--- config.mk ---
export PLATFORM = sky130hd
export DESIGN_NAME = tcw_front
export DESIGN_NICKNAME = d
export VERILOG_FILES = /design/src/rtl/tcw_pkg.sv /design/src/rtl/tcw_front.sv
export SDC_FILE = /design/constraint.sdc
export NUM_CORES = 1
export LEC_CHECK = 0
export ABC_CLOCK_PERIOD_IN_PS = 900
export BUFFER_PORTS_ARGS = -buffer_cell sky130_fd_sc_hd__buf_2
export CAP_MARGIN = 30
export CELL_PAD_IN_SITES_DETAIL_PLACEMENT = 1
export CELL_PAD_IN_SITES_GLOBAL_PLACEMENT = 1
export CORE_MARGIN = 1
export CORE_UTILIZATION = 20
export CTS_BUF_LIST = sky130_fd_sc_hd__clkbuf_8
export CTS_CLUSTER_SIZE = 10
export DETAILED_ROUTE_END_ITERATION = 6
export PLACE_DENSITY = 0.89
export SLEW_MARGIN = 20
export SYNTH_ARGS = -nofsm -noshare
export SYNTH_HDL_FRONTEND = slang
export SYNTH_SLANG_ARGS = --single-unit
--- constraint.sdc ---
create_clock -name clk -period 0.9 [get_ports clk]
set_input_delay 0.09 -clock clk [delete_from_list [all_inputs] [get_ports clk]]
set_output_delay 0.09 -clock clk [all_outputs]
set_load 0.005 [all_outputs]
--- src/rtl/tcw_pkg.sv ---
// ----------------------------------------------------------------------------
// Text console character writer package
// Shared geometry, beat formats and command encodings for the console blocks.
// ----------------------------------------------------------------------------
package tcw_pkg;

  // Screen geometry.
  localparam int COLS   = 80;
  localparam int ROWS   = 25;
  localparam int CELLS  = COLS * ROWS;
  localparam int COL_W  = 7;
  localparam int ROW_W  = 5;
  localparam int ADDR_W = $clog2(CELLS);
  localparam int CELL_W = 16;

  // Depth of the command queue between front and back.
  localparam int QUEUE_DEPTH = 2;
  localparam int QPTR_W      = $clog2(QUEUE_DEPTH);
  localparam int QCNT_W      = $clog2(QUEUE_DEPTH + 1);

  // Operation codes on the input beat.
  localparam logic [1:0] OP_PUT        = 2'd0;
  localparam logic [1:0] OP_SET_CURSOR = 2'd1;
  localparam logic [1:0] OP_READ       = 2'd2;

  localparam logic [7:0] NEWLINE_CODE     = 8'h0a;
  localparam logic [7:0] DEFAULT_ATTR_RST = 8'h0f;

  typedef struct packed {
    logic [1:0]       op;
    logic [7:0]       char_code;
    logic [7:0]       attr;
    logic             use_position;
    logic [COL_W-1:0] col;
    logic [ROW_W-1:0] row;
  } in_beat_t;

  typedef struct packed {
    logic [COL_W-1:0] cursor_col_out;
    logic [ROW_W-1:0] cursor_row_out;
    logic             scrolled;
    logic [7:0]       cell_char;
    logic [7:0]       cell_attr;
  } out_beat_t;

  // Classified command as it sits in the queue.
  typedef enum logic [2:0] {
    CMD_PUT,
    CMD_NEWLINE,
    CMD_SET_CURSOR,
    CMD_READ,
    CMD_NOP
  } cmd_kind_t;

  typedef struct packed {
    cmd_kind_t        kind;
    logic             use_position;
    logic [COL_W-1:0] col;
    logic [ROW_W-1:0] row;
    logic [7:0]       char_code;
    logic [7:0]       attr;
  } cmd_t;

  typedef struct packed {
    logic full;
    logic empty;
  } queue_status_t;

  typedef enum logic [1:0] {
    ST_IDLE,
    ST_READ,
    ST_SCROLL,
    ST_CLEAR
  } back_state_t;

  // Linear cell address of a row/column pair.
  function automatic logic [ADDR_W-1:0] cell_addr(input logic [ROW_W-1:0] r,
                                                  input logic [COL_W-1:0] c);
    logic [ADDR_W-1:0] base;
    base = ADDR_W'(r) * ADDR_W'(COLS);
    return base + ADDR_W'(c);
  endfunction

endpackage

--- src/rtl/tcw_front.sv ---
// ----------------------------------------------------------------------------
// Text console front end
// Holds the default attribute register, accepts input beats and classifies
// them into queue commands with saturated positions and resolved attributes.
// ----------------------------------------------------------------------------
module tcw_front (
  input  logic              clk,
  input  logic              rst,
  input  logic              cfg_we,
  input  logic [7:0]        cfg_data,
  input  logic              cmd_valid,
  output logic              cmd_stall,
  input  tcw_pkg::in_beat_t cmd_data,
  input  logic              hold,
  input  logic              q_full,
  output logic              push,
  output tcw_pkg::cmd_t     push_cmd
);
  import tcw_pkg::*;

  logic [7:0] default_attr;

  always_ff @(posedge clk) begin
    if (rst) begin
      default_attr <= DEFAULT_ATTR_RST;
    end else if (cfg_we) begin
      default_attr <= cfg_data;
    end
  end

  assign cmd_stall = q_full | hold;
  assign push      = cmd_valid & ~cmd_stall;

  always_comb begin
    push_cmd              = '0;
    push_cmd.use_position = cmd_data.use_position;
    push_cmd.char_code    = cmd_data.char_code;
    // Positions beyond the screen clamp to the last column or row.
    push_cmd.col  = (cmd_data.col > COL_W'(COLS - 1)) ? COL_W'(COLS - 1) : cmd_data.col;
    push_cmd.row  = (cmd_data.row > ROW_W'(ROWS - 1)) ? ROW_W'(ROWS - 1) : cmd_data.row;
    push_cmd.attr = (cmd_data.attr == 8'd0) ? default_attr : cmd_data.attr;
    case (cmd_data.op)
      OP_PUT: begin
        push_cmd.kind = (cmd_data.char_code == NEWLINE_CODE) ? CMD_NEWLINE : CMD_PUT;
      end
      OP_SET_CURSOR: push_cmd.kind = CMD_SET_CURSOR;
      OP_READ:       push_cmd.kind = CMD_READ;
      default:       push_cmd.kind = CMD_NOP;
    endcase
  end

endmodule

# After elaboration in Yosys (flattened, before gate mapping)
# Cells that the tools add are included.
[word_totals]
register_bits = 8
in_bits = 45
output_inout_bits = 34
word_cells = 16
[op_classes]
magnitude_cmp = 2
eq_ne = 3
n_mux = 5
bitwise_logic = 3
reduce_logical = 2
[ops]
columns = ["cell", "count"]
rows = [
  ["$pmux 3 s3", 1],
  ["$eq 8x4->1 const B", 1],
  ["$logic_not 8->1", 1],
  ["$mux 8", 1],
  ["$gt 7x7->1 const B", 1],
  ["$mux 7", 1],
  ["$gt 5x5->1 const B", 1],
  ["$mux 5", 1],
  ["$eq 2x1->1 const B", 1],
  ["$eq 2x2->1 const B", 1],
  ["$logic_not 2->1", 1],
  ["$and 1x1->1", 1],
  ["$mux 1", 1],
  ["$not 1->1", 1],
  ["$or 1x1->1", 1],
]

# Longest topological paths before layout
[depth]
word_depth = 3
depth_mapped = 4
ltp_nobuf = 4

# Least setup slack after synthesis
# Ideal clock, no wire load.
[synth_timing]
kind = "input to output"
startpoint = "in cmd_data[20] (netlist name)"
endpoint = "out push_cmd[0] (netlist name)"
t_arrival_ns = 0.690
required_time_ns = 0.810
setup_slack_ns = 0.120
path_stages = 2
path_buffers = 0
cell_sequence = "nor4_4 -> a31o_1"
[synth_rtl]
columns = ["item", "line_no", "rtl"]
rows = [
  ["start: declaration", "tcw_front.sv:13", "input tcw_pkg::in_beat_t cmd_data,"],
  ["end: declaration", "tcw_front.sv:17", "output tcw_pkg::cmd_t push_cmd"],
]

==> results.env <==
VIA_PER_INST=4.12
LEAKAGE_nW=0.605
SYNTH.YOSYS.SEQ_AREA_SHARE=0.254
WORST_SETUP_MARGIN_PS=-70.5
NETLIST_INSTANCES=72
FINALCRITICALPERIOD_PS=970
RSZ0062_AT_GRT='yes'
IO_PINS=79
DIE-AREA_UM2=3380
YS.WARNINGS.COUNT=0
DIEWIDTH_UM=58.2
HTREE_NUM_LEVELS=1
NUMBER_OF_BUFFERS_ADDED_BY_THE_CLOCK_TREE_SYNTHESIS_STEP=3
FIRST_GLOBAL_VIAS=750
CTS_ROOT_BUFFER='clkbuf_8'
CTS.REPORTEDPATHS.CLKPINSLEW_PS=40
POWER_mW=1.22
ANTENNADIODECOUNT=0
CLOCK_LATENCY_PS=230
ANTENNA_LEFT=0
PATH_CLASS='in2out'
SYN-NUM-NETS=119
POST_SYNTH_FA_HA_MAJ_AREA_FRACTION=0.0397
LARGEST_REGISTER_FFS=8
DETAIL_ROUTE.DRC_VIOLATIONS=0
PLACER_CONGESTION=0.697
CRIT-REG2REG-LAUNCH='default_attr[0]'
MAX-SLEW-MARGIN-REL=0.832
DOMINANT_COMBINATIONAL_CELL_FAMILY_BY_AREA_AFTER_SYNTHESIS='simple AND/OR/NAND/NOR gates'
CLOCK_SINKS=8
SYNTH_COMPOUND_GATE_AREA_SHARE=0.188
POST_SYNTH_XOR_AREA_FRACTION=0
CRITPATHREQUIREDTIME_PS=810
DRV_CAP=0
HEIGHT_OF_THE_DIE_UM=58.2
ROW_COUNT=20
BIGGESTREGSBYFLOPS='default_attr (8)'
LARGEST_REGISTER='default_attr'
VIOLATIONS='setup timing'
FIN_WORST_SKEW_PS=0
FINALHOLDVIOLATIONS=0
FINAL_CELL_MIX='70 x buf_2, 8 x a31o_1, 8 x nor2b_1, 8 x dfxtp_1, 7 x buf_4'
POST_SYNTH_MUX_AREA_SHARE=0.0635
SYNTHDISTINCTLIBCELLS=20
YOSYS_TOP_CELL_AREA_SHARE=0.254
SIMPLE_GATE_AREA_SHARE_OF_THE_YOSYS_NETLIST=0.298
FLOORPLAN.INITIALDENSITY=0.208
TIMING.CRITICAL_PATH.FROM_TYPE='input port'
FMAX_MHz=1030
DETAILROUTE.VIA_COUNT=783
FIN_NETS=195
MIN_PATH_TYPE='in2reg'
ROUTED_WIRELENGTH_MM=2.39
POWER.DENSITY_CELL_AREA_nW_PER_UM2=1030
POST-PLACE-WS_PS=-133
HOLD_PATH_STARTPOINT='cfg_data[1]'
WORST_SLEW_PIN_SLEW_PS=252
SETUP_VIOL=8
TRITONCTS='yes'
GRT.OVERFLOW.TOTAL=0
CRIT_PATH_MAX_FANOUT=8
LARGEST_NET_DEGREE_AT_THE_START_OF_GLOBAL_ROUTING=13
SYNTH_TOP_AREA_CELL='dfxtp_1'
LAYOUT_COMMONEST_CELL='buf_2'
DRT_ITER0_DRC=14
LAYOUT-DRIVE-GT1-SHARE=0.664
POST-ROUTE-PERIOD-UTIL=1.08
HOLD_BUFS_AT_CTS=0
DRT-PASS1-ITER-COUNT=4
GRT_ANTENNA_BEFORE_REPAIR=0
AREA_GROWTH_SYN_TO_LAYOUT_PCT=86.9
CORE_UTILIZATION_OF_THE_FINISHED_LAYOUT=0.389
CRITPATHLAUNCH='cmd_data[13]'
SYNTH_AREA_UM2=631
FIRST_PASS_GRT_WIRE_LENGTH_MM=3.56
STATUS='finished with violations'
SYNTH_TOP_CELLS_BY_AREA='dfxtp_1 25%, a31o_1 11%, buf_4 11%'
SYNTH.FF_LATCH_COUNT=8
DETAILEDPLACEMENTHPWL_MM=1.94
VDD.IR_DROP.WORST_mV=0.457
DRT-WIRELENGTH-PER-CELL_UM=12.6
GRT.TOTAL_USAGE=0.144
COUNT_OF_PORT_BUFFERS_ADDED_DURING_PLACEMENT=76
CORE_BOX_AREA_UM2=3030
CRITICAL_PATH.ENDPOINT_TYPE='output pin'
CTS_BUFFER_DEPTH=2
WORST-ENDPOINT-ARRIVAL_PS=880
SYN-MEAN-INSTANCE-AREA_UM2=8.76
SLEW_VIOLATIONS=0
## synth_stat cells
| master | number |
|---|---|
| a211o_1 | 4 |
| a31o_1 | 8 |
| a31o_2 | 1 |
| and2_1 | 3 |
| buf_2 | 1 |
| buf_4 | 9 |
| clkbuf_1 | 4 |
| dfxtp_1 | 8 |
| ha_1 | 2 |
| inv_1 | 3 |
| mux2i_1 | 4 |
| nand2_1 | 1 |
| nand2b_1 | 4 |
| nor2_1 | 5 |
| nor2b_1 | 8 |
| nor3_1 | 1 |
| nor4_4 | 2 |
| nor4b_1 | 2 |
| o21ai_0 | 1 |
| or2_2 | 1 |
## path summary, 6_finish.rpt
kind,cells past startpoint,end,slack [ps]
worst max-delay path,5,push_cmd[4],-70
worst min-delay path,2,default_attr[1],60
worst max register to register,2,default_attr[0],140
worst min register to register,2,default_attr[6],500
## routing by layer
layer	routed length (um)	GRT usage	part of all wire
met2	1400	0.287	0.59
met3	138	0.0446	0.058
met1	818	0.136	0.34
met4	31	0.0510	0.013
met5	0	0	0
## through the flow
step,hold WS [ps],instance area (um2),std cells,setup TNS (ps)
2_1_floorplan,210,631,72,0
3_5_place_dp,180,1040,186,-1060
5_1_grt,76.7,1180,190,-819
3_3_place_gp,180,1040,186,-826
6_report,62.6,1180,190,-465
4_1_cts,60.4,1150,189,-741
## report_power, final
part | internal, mW | switching [mW] | total (mW)
Combinational | 0.234 | 0.163 | 0.397
Sequential | 0.380 | 0.0110 | 0.391
Clock | 0.290 | 0.141 | 0.431
## kinds of logic after synthesis
group,Yosys count
AO/OA/AOI/OAI,14
adder cells (fa/ha/maj),2
buffers and inverters,17
flip-flops,8
multiplexers,4
AND/OR/NAND/NOR,27
## worst max-delay path, cell delays in order
cell    delay (ps)
buf_6          100
nor4_4         270
buf_6          160
a31o_1         150
buf_2          110
## repair_timing
action / 4_1_cts / 5_1_grt
pin swaps: 10 / 5
setup endpoints to repair: 9 / 9
resized for setup: 17 / 6
setup buffers: 0 / 1
## area by class of cell
cell class                 instances  area [um2]
fill                             395        1850
timing repair buffer              85         500
multi-input combinational         47         405
sequential                         8         160
tap                               44        55.1
clock buffer                       3        41.3
inverter                           3        16.3
Note: power is estimated with default switching activity, not from simulation.
