$ cat src/rtl/tcw_pkg.sv
// ----------------------------------------------------------------------------
// Text console character writer package
// Shared geometry, beat formats and command encodings for the console blocks.
// ----------------------------------------------------------------------------
package tcw_pkg;

  // Screen geometry.
  localparam int COLS   = 80;
  localparam int ROWS   = 25;
  localparam int CELLS  = COLS * ROWS;
  localparam int COL_W  = 7;
  localparam int ROW_W  = 5;
  localparam int ADDR_W = $clog2(CELLS);
  localparam int CELL_W = 16;

  // Depth of the command queue between front and back.
  localparam int QUEUE_DEPTH = 2;
  localparam int QPTR_W      = $clog2(QUEUE_DEPTH);
  localparam int QCNT_W      = $clog2(QUEUE_DEPTH + 1);

  // Operation codes on the input beat.
  localparam logic [1:0] OP_PUT        = 2'd0;
  localparam logic [1:0] OP_SET_CURSOR = 2'd1;
  localparam logic [1:0] OP_READ       = 2'd2;

  localparam logic [7:0] NEWLINE_CODE     = 8'h0a;
  localparam logic [7:0] DEFAULT_ATTR_RST = 8'h0f;

  typedef struct packed {
    logic [1:0]       op;
    logic [7:0]       char_code;
    logic [7:0]       attr;
    logic             use_position;
    logic [COL_W-1:0] col;
    logic [ROW_W-1:0] row;
  } in_beat_t;

  typedef struct packed {
    logic [COL_W-1:0] cursor_col_out;
    logic [ROW_W-1:0] cursor_row_out;
    logic             scrolled;
    logic [7:0]       cell_char;
    logic [7:0]       cell_attr;
  } out_beat_t;

  // Classified command as it sits in the queue.
  typedef enum logic [2:0] {
    CMD_PUT,
    CMD_NEWLINE,
    CMD_SET_CURSOR,
    CMD_READ,
    CMD_NOP
  } cmd_kind_t;

  typedef struct packed {
    cmd_kind_t        kind;
    logic             use_position;
    logic [COL_W-1:0] col;
    logic [ROW_W-1:0] row;
    logic [7:0]       char_code;
    logic [7:0]       attr;
  } cmd_t;

  typedef struct packed {
    logic full;
    logic empty;
  } queue_status_t;

  typedef enum logic [1:0] {
    ST_IDLE,
    ST_READ,
    ST_SCROLL,
    ST_CLEAR
  } back_state_t;

  // Linear cell address of a row/column pair.
  function automatic logic [ADDR_W-1:0] cell_addr(input logic [ROW_W-1:0] r,
                                                  input logic [COL_W-1:0] c);
    logic [ADDR_W-1:0] base;
    base = ADDR_W'(r) * ADDR_W'(COLS);
    return base + ADDR_W'(c);
  endfunction

endpackage

$ cat src/rtl/tcw_queue.sv
// ----------------------------------------------------------------------------
// Text console command queue
// Short first-in first-out buffer that decouples the front end from the
// back end.
// ----------------------------------------------------------------------------
module tcw_queue (
  input  logic                   clk,
  input  logic                   rst,
  input  logic                   push,
  input  tcw_pkg::cmd_t          push_cmd,
  input  logic                   pop,
  output tcw_pkg::cmd_t          head,
  output tcw_pkg::queue_status_t status
);
  import tcw_pkg::*;

  cmd_t              entries [QUEUE_DEPTH];
  logic [QPTR_W-1:0] wr_ptr;
  logic [QPTR_W-1:0] rd_ptr;
  logic [QCNT_W-1:0] count;
  logic              do_push;
  logic              do_pop;

  assign status.full  = (count == QCNT_W'(QUEUE_DEPTH));
  assign status.empty = (count == '0);
  assign do_push      = push & ~status.full;
  assign do_pop       = pop & ~status.empty;
  assign head         = entries[rd_ptr];

  always_ff @(posedge clk) begin
    if (do_push) begin
      entries[wr_ptr] <= push_cmd;
    end
  end

  always_ff @(posedge clk) begin
    if (rst) begin
      wr_ptr <= '0;
      rd_ptr <= '0;
      count  <= '0;
    end else begin
      if (do_push) begin
        wr_ptr <= (wr_ptr == QPTR_W'(QUEUE_DEPTH - 1)) ? '0 : wr_ptr + QPTR_W'(1);
      end
      if (do_pop) begin
        rd_ptr <= (rd_ptr == QPTR_W'(QUEUE_DEPTH - 1)) ? '0 : rd_ptr + QPTR_W'(1);
      end
      if (do_push && !do_pop) begin
        count <= count + QCNT_W'(1);
      end else if (!do_push && do_pop) begin
        count <= count - QCNT_W'(1);
      end
    end
  end

endmodule

$ cat config.mk
export PLATFORM = sky130hd
export DESIGN_NAME = tcw_queue
export DESIGN_NICKNAME = d
export VERILOG_FILES = /design/src/rtl/tcw_pkg.sv /design/src/rtl/tcw_queue.sv
export SDC_FILE = /design/constraint.sdc
export NUM_CORES = 1
export LEC_CHECK = 0
export ABC_AREA = 1
export BUFFER_PORTS_ARGS = -buffer_cell sky130_fd_sc_hd__buf_4
export CELL_PAD_IN_SITES_DETAIL_PLACEMENT = 1
export CELL_PAD_IN_SITES_GLOBAL_PLACEMENT = 2
export CORE_AREA = 4 4 71 106
export CTS_BUF_LIST = sky130_fd_sc_hd__clkbuf_4 sky130_fd_sc_hd__clkbuf_8
export DETAILED_ROUTE_END_ITERATION = 6
export DIE_AREA = 0 0 75 110
export GPL_TIMING_DRIVEN = 0
export PLACE_DENSITY_LB_ADDON = 0.1
export SYNTH_ARGS = -nofsm -noshare
export SYNTH_HDL_FRONTEND = slang
export SYNTH_SLANG_ARGS = --single-unit
$ cat constraint.sdc
create_clock -name clk -period 5.6 [get_ports clk]
set_clock_uncertainty 0.15 [all_clocks]
set_input_delay 0.56 -clock clk [delete_from_list [all_inputs] [get_ports clk]]
set_output_delay 0.56 -clock clk [all_outputs]
set_load 0.02 [all_outputs]
Word level (Yosys, flattened, before mapping)
Memory sizes are Yosys's and may differ from the RTL's. A register that Yosys moved wholly into a read port is not among the register bits.
Index checks and enable logic that the tools add are counted.

word-level totals
  memories kept = 1
  register bits = 4
  logic and storage cells = 27
  memory bits (writable) = 64

cells by class
  add/subtract/negate cells = 4
  bitwise logic cells = 4
  reductions and logical operators = 6
  mux-type cells = 8
  equality and inequality tests = 1

memory list
  memory   words  width  rd ports  clocked after Yosys merged registers in  wr ports  line             text
  entries  2      32     1         1                                        1         tcw_queue.sv:17  cmd_t entries [QUEUE_DEPTH];

operators by type and width
  cell                                               number
  two-way mux 1 bit                                  6
  two-way mux 2 bit                                  2
  adder 1 bit (second input constant)                2
  adder 2 x 1 -> 2 bit (second input constant)       1
  AND 1 bit                                          2
  equality test 2 bit (second input constant)        1
  logical AND 1 bit                                  2
  zero test 1 bit                                    2
  zero test 2 bit                                    1
  NOT 1 bit                                          2
  nonzero test 2 bit                                 1
  subtractor 2 x 1 -> 2 bit (second input constant)  1

Logic depth before layout (Yosys ltp)
Gate-level depths: netlist of the first run.

  word-level depth = 7
  mapped depth = 10
  gate-level depth less buffers = 10

Least setup slack after synthesis of the first run
OpenSTA, ideal clock, no wires.

  path kind = input-to-reg
  start = input port push
  end = memory entries[0][0] (netlist bit), enable pin
  required time = 5.029 ns
  arrival time = 1.992 ns
  setup time = 0.421 ns
  stages = 2
  slack = 3.037 ns
  path through = o21ai_2 nor2_1

on the way
  cells in the longest elaborated chain, start to end = 3

RTL lines
  what                                     line             text
  from (decl)                              tcw_queue.sv:9   input logic push,
  AND 1 bit                                tcw_queue.sv:26  assign do_push = push & ~status.full;
  two-way mux 1 bit                        tcw_queue.sv:31  if (do_push) begin
  two-way mux 1 bit (implied by the code)  tcw_queue.sv:32  entries[wr_ptr] <= push_cmd;
  to (decl)                                tcw_queue.sv:17

No other way between the ends.

==> reports/metrics.yaml, run 1 <==
outcome: "completed"
grt_antenna_before_repair: 0
boundaryPins: 70
final_nets: 254
drt-wirelength-per-cell_um: 16.9
grt_start_max_net_pins: 33
maxCapViolCount: 0
synth.area.top_cells: "edfxtp_1 (71%), mux2_4 (17%), dfxtp_1 (3.7%)"
worstPathCellList: "buf_6, buf_12, mux2_4, buf_4"
via_count: 1414
place_congestion: 0.652
launching_element_type_of_the_critical_path: "flop"
syn_area_um2: 2720
timing.final.hold_violations: 0
finalWirelength_um: 5010
worstPathRequired_ns: 4.89
setup.reg_to_reg.worst_slack_ns: 3.64
path_buf_inv: 3
path_class: "reg2out"
syn-instance-count: 137
die_w_um: 75
final.period_utilization: 0.378
p_leak_nw: 1.41
crit-reg2reg-capture: "entries[0][20]"
whs_path_depth: 1
holdBufCountCts: 0
crit_fanout: 10
vdd_drop_max_uv: 192
dr.pass1.iters: 4
synth_fp_nets: 174
synth_xor_area_frac: 0
powerDensity_nw_per_um2: 448
bufs_on_longest_clock_path: 2
slowest_stage: "dfxtp_1"
setup-violations-final: 0
worst-slew-pin-transition_ns: 0.985
via_per_inst: 4.76
largest_family_of_logic_cells_by_synthesized_area: "multiplexers"
grt_pass1_wl_um: 7670
fin_area_um2: 3530
globalRouteOverflowTotal: 0
initial_core_util: 0.416
initial_detailed_routing_violation_count: 65
adder_and_majority_gate_portion_of_the_synthesized_area: 0.00460
htree_num_levels: 3
die_y_um: 110
synthesis.area_per_instance_um2: 19.8
layout_min_cycle_time_ns: 2.12
worst_skew_pair.late_latency_ns: 0.32
area_growth_syn_to_layout_pct: 29.9
grt_pass1_vias: 1587
cts_post_setup_buffers_inserted: 0
clkSinkCount: 69
estimated_wirelength_of_the_detail_placed_design_um: 3440
coreArea_um2: 6530
finalSetupTns_ns: 0
postSynthRegisterBits: 69
critical_path.reg2reg.startpoint: "count[0]"
worst_case_reg_to_reg_path_depth: 2
synth_compound_gate_area_share: 0.0138
num_rows: 36
post_cts_resized: 0
track_usage: 0.131
yosysWarnings: 0
yosysTopAreaCellShare: 0.707
synth_mux_area_frac: 0.174
netlist-cell-type-count: 18
synthSimpleGateAreaFrac: 0.0253
cp-end-kind: "primary output"
max-slew-margin-rel: 0.342
placedInstanceArea_um2: 3350
min_delay_worst_endpoint: "entries[1][7]"
worst_path_dominant_cell_family: "buffers and inverters"
cts-buffers-inserted: 9
max_stage_delay_ns: 0.32
finalMaxSlewViolations: 0
cts_root_buf: "clkbuf_8"
antenna_cells: 0
cts_tree: "yes"
layout-drive-gt1-share: 0.579
setup_repair_after_global_routing_missed_its_margin: "false"
yosysTopAreaCell: "edfxtp_1"
drt_drc_violations_left: 0
synth-seq-area-share: 0.744
worst_setup_hold_path_clk_slew_ns: 0.07
design.die.area_um2: 8250
worst_hold_path_type: "in2reg"
placement.io_buffers: 69
ant_nets: 0
hold_startpoint: "push_cmd[7]"
max_freq_mhz: 473
arrival_ns: 1.41
report_power, final:
part | internal [W] | total (W) | switching (W)
Sequential | 0.000654 | 0.000683 | 0.0000294
Combinational | 0.000257 | 0.000522 | 0.000265
Clock | 0.000206 | 0.000378 | 0.000172
Total | 0.00112 | 0.00158 | 0.000466
layer usage:
layer / global-route usage / share of wire / vias up / routed length, µm
met1: 0.127 / 0.35 / 696 / 1760
met3: 0.0445 / 0.068 / 4 / 339
met2: 0.243 / 0.57 / 45 / 2850
met4: 0.0573 / 0.012 / 0 / 59
met5: 0 / 0 / - / 0
li1: - / - / 669 / -
Yosys cell counts (all sizes together):
| master | instances |
|---|---|
| and2 | 1 |
| a21oi | 1 |
| mux2 | 32 |
| nand3 | 1 |
| buf | 4 |
| nor2 | 9 |
| dfxtp | 5 |
| nand4 | 1 |
| o21ai | 5 |
| edfxtp | 64 |
| nand2 | 4 |
| inv | 9 |
| ha | 1 |
worst max-delay path by stage:
stage                                end  depth (start not counted)  slack (ns)
final                           head[22]                          4        3.48
after CTS                       head[13]                          4        3.45
after global routing             head[0]                          4        3.43
after detailed placement  entries[1][15]                          3        3.49
after floorplan            entries[0][0]                          2        3.04
after global placement    entries[0][15]                          3        2.28
sequential cells by signal (all words and copies together) (netlist names), named ones only:
| name | cells |
|---|---|
| count | 2 |
| entries | 64 |
| rd_ptr | 1 |
| wr_ptr | 1 |
cells in the final DEF, fill, tap and decap left out, drive strengths merged:
master,n
nand3,1
clkbuf,10
nand4,1
clkinv,3
and2,1
bufinv,1
dfxtp,5
inv,9
o21ai,5
buf,73
ha,1
edfxtp,64
a21oi,1
nor2,9
mux2,32
nand2,4
clkinvlp,1
per-stage QoR:
stage | std cells | hold WS (ns) | util | worst slack (ns) | power, W
floorplan | 137 | 0.324 | - | 3.04 | 0.00104
global placement | 282 | 0.334 | 0.510 | 2.28 | 0.00120
detailed placement | 282 | 0.385 | 0.512 | 3.49 | 0.00123
CTS | 297 | 0.241 | 0.541 | 3.45 | 0.00161
global route | 297 | 0.234 | 0.541 | 3.43 | 0.00167
finish | 297 | 0.262 | 0.541 | 3.48 | 0.00158
layout make-up:
class / instances / area [µm²]
flip-flops and latches: 69 / 2020
plain buffers: 4 / 71.3
repair buffers: 69 / 518
fillers: 610 / 3000
clock inverters: 5 / 52.6
clock buffers: 10 / 131
well taps: 76 / 95.1
multi-input cells: 55 / 607
inverters: 9 / 33.8
kinds of logic after synthesis:
family,Yosys count
flip-flops,69
buffers and inverters,13
adder cells (fa/ha/maj),1
multiplexers,32
AND/OR/NAND/NOR,16
AO/OA/AOI/OAI,6
(Power assumes the default switching activity.)
==> run 2, diff against run 1 <==
--- a/config.mk
+++ b/config.mk
@@ -5,14 +5,14 @@
 export SDC_FILE = /design/constraint.sdc
 export NUM_CORES = 1
 export LEC_CHECK = 0
-export ABC_AREA = 1
+export ABC_AREA = 0
 export BUFFER_PORTS_ARGS = -buffer_cell sky130_fd_sc_hd__buf_4
 export CELL_PAD_IN_SITES_DETAIL_PLACEMENT = 1
 export CELL_PAD_IN_SITES_GLOBAL_PLACEMENT = 2
-export CORE_AREA = 4 4 71 106
+export CORE_AREA = 4 4 72 107
 export CTS_BUF_LIST = sky130_fd_sc_hd__clkbuf_4 sky130_fd_sc_hd__clkbuf_8
 export DETAILED_ROUTE_END_ITERATION = 6
-export DIE_AREA = 0 0 75 110
+export DIE_AREA = 0 0 76 111
 export GPL_TIMING_DRIVEN = 0
 export PLACE_DENSITY_LB_ADDON = 0.1
 export SYNTH_ARGS = -nofsm -noshare
==> constraint.sdc (replaced) <==
create_clock -name clk -period 2 [get_ports clk]
set_clock_uncertainty 0.15 [all_clocks]
set_input_delay 0.2 -clock clk [delete_from_list [all_inputs] [get_ports clk]]
set_output_delay 0.2 -clock clk [all_outputs]
set_load 0.02 [all_outputs]
==> run 2 against run 1 <==
- critical path depth fell by 1
- routed wire length increased by 5.1%
- combinational power rose to 2.8 times the previous value
- total power rose to 2.8 times the previous value
- synthesized area down 7.1%
- global-route usage grew 0.61 points
- sequential share of layout area down 2.4 points
- final cell count rose by 8.8%
- highest routed layer unchanged
==> reports/metrics.yaml, run 2 <==
placedInstanceArea_um2: 3150
cp-end-kind: "primary output"
path_class: "reg2out"
final_nets: 277
worst_case_reg_to_reg_path_depth: 3
grt_pass1_vias: 1663
syn_area_um2: 2530
crit-reg2reg-capture: "entries[0][5]"
worstPathRequired_ns: 1.65
arrival_ns: 1.51
crit_fanout: 10
grt_antenna_before_repair: 0
fin_hold_ws_ns: 0.0982
ys.flop_type: "edfxtp_1"
boundaryPins: 70
synth_fp_nets: 162
async_reset_ff_frac: 0
timing.final.hold_violations: 0
yosysWarnings: 0
largest_register_ffs: 64
initial_core_util: 0.371
layout-drive-gt1-share: 0.502
yosysTopAreaCellShare: 0.761
bufs_on_longest_clock_path: 2
layout_min_cycle_time_ns: 1.86
setup-violations-final: 0
synth_top_cells_by_count: "edfxtp_1 (64), mux2_2 (30), dfxtp_1 (5), nor2_1 (5)"
ant_nets: 0
design.die.area_um2: 8440
final_critical_path_setup_slack_ns: 0.138
max_freq_mhz: 537
drt_drc_violations_left: 0
regArea_um2: 2020
synth_enable_flop_cells: 64
area_of_the_multi_input_gates_um2: 473
postSynthRegisterBits: 69
area_growth_syn_to_layout_pct: 45.8
vdd_drop_max_uv: 729
maxCapViolCount: 0
die_w_um: 76
p_leak_nw: 1.41
die_y_um: 111
dr.pass1.iters: 4
synth-seq-area-share: 0.800
track_usage: 0.137
synth.area.top_cells: "edfxtp_1 (76%), mux2_2 (13%), dfxtp_1 (4.0%)"
syn-instance-count: 125
outcome: "completed"
grt_start_max_net_pins: 33
layout_common_cells: "buf_4 (74), edfxtp_1 (64), dlygate4sd3_1 (33)"
worst_hold_path_type: "in2reg"
largest_registers: "entries: 64 flops, count: 2 flops"
cts-buffers-inserted: 9
largest_register: "entries"
via_per_inst: 4.61
worst_setup_hold_path_clk_slew_ns: 0.07
final_common_cell: "buf_4"
estimated_wirelength_of_the_detail_placed_design_um: 3190
grt_pass1_wl_um: 8740
worst_skew_pair.late_latency_ns: 0.34
antenna_cells: 0
num_rows: 37
yosysTopAreaCell: "edfxtp_1"
netlist-cell-type-count: 15
launching_element_type_of_the_critical_path: "flop"
via_count: 1489
htree_num_levels: 3
critical_path.reg2reg.startpoint: "count[1]"
max-slew-margin-rel: 0.695
synthesis.area_per_instance_um2: 20.2
whs_path_depth: 4
dpl_worst_slack_ns: -0.0828
setup.reg_to_reg.worst_slack_ns: 0.18
utilization: 0.541
globalRouteOverflowTotal: 0
powerDensity_nw_per_um2: 1200
filler_instances: 649
final.period_utilization: 0.931
drt-wirelength-per-cell_um: 16.3
hold_startpoint: "push"
finalMaxSlewViolations: 0
min_delay_worst_endpoint: "wr_ptr"
cts_root_buf: "clkbuf_8"
setup_repair_after_global_routing_missed_its_margin: "false"
coreArea_um2: 6810
placement.io_buffers: 69
clkSinkCount: 69
place_congestion: 0.610
cts_tree: "yes"
yosysMostFrequentCell: "edfxtp_1"
initial_detailed_routing_violation_count: 112
worst-slew-pin-transition_ns: 0.457
fin_area_um2: 3680
finalWirelength_um: 5270
run 2: routing by layer:
layer / routed length (µm) / vias to the layer above / track usage
met3: 279 / 7 / 0.0472
met5: 0 / - / 0
li1: - / 707 / -
met2: 2890 / 48 / 0.229
met4: 80 / 0 / 0.0748
met1: 2010 / 727 / 0.151
run 2: report_power, final:
group / internal (W) / switching (W)
logic: 0.000683 / 0.000759
registers: 0.00182 / 0.0000709
clock network: 0.000577 / 0.000500
run 2: cells by family (layout without fill, tap and decap cells):
family,count (synthesis),after routing,share of synthesized area
flip-flops,69,69,0.800
buffers and inverters,6,126,0.0134
AO/OA/AOI/OAI,5,5,0.00990
multiplexers,32,32,0.143
XOR/XNOR,3,3,0.0104
adder cells (fa/ha/maj),1,1,0.00495
AND/OR/NAND/NOR,9,9,0.0183
run 2: worst max-delay path by stage:
stage | endpoint | slack, ns | cells past startpoint
2_1_floorplan | entries[1][0] | 0.004 | 3
3_3_place_gp | entries[1][31] | -0.38 | 3
3_5_place_dp | entries[0][31] | -0.08 | 3
4_1_cts | head[29] | -0.03 | 4
5_1_grt | head[14] | 0.02 | 3
6_report | head[30] | 0.14 | 3
run 2: cell type report:
class | count | share of cell area
plain buffers | 3 | 0.00612
clock buffers | 10 | 0.0357
clock inverters | 6 | 0.0146
inverters | 2 | 0.00306
multi-input cells | 50 | 0.128
flip-flops and latches | 69 | 0.549
well taps | 78 | 0.0265
repair buffers | 104 | 0.234
repair inverters | 1 | 0.00204
run 2: critical path, stage by stage, from the launching register on:
cell     delay, ns
dfxtp_1       0.42
buf_4         0.23
mux2_2        0.36
buf_4         0.16
run 2: stage by stage:
step | cells | setup TNS [ns] | power (W)
final | 323 | 0 | 0.00441
after floorplan | 125 | 0 | 0.00275
after CTS | 322 | -0.234 | 0.00447
after global routing | 323 | 0 | 0.00466
after global placement | 272 | -12.13 | 0.00326
after detailed placement | 272 | -2.61 | 0.00331
run 2: timing repair:
action	in CTS	in global routing
gates cloned	1	0
endpoints found under the setup margin	57	78
resized for setup	1	1
setup buffers	0	2
endpoints found under the hold margin	69	0
hold buffers	33	0
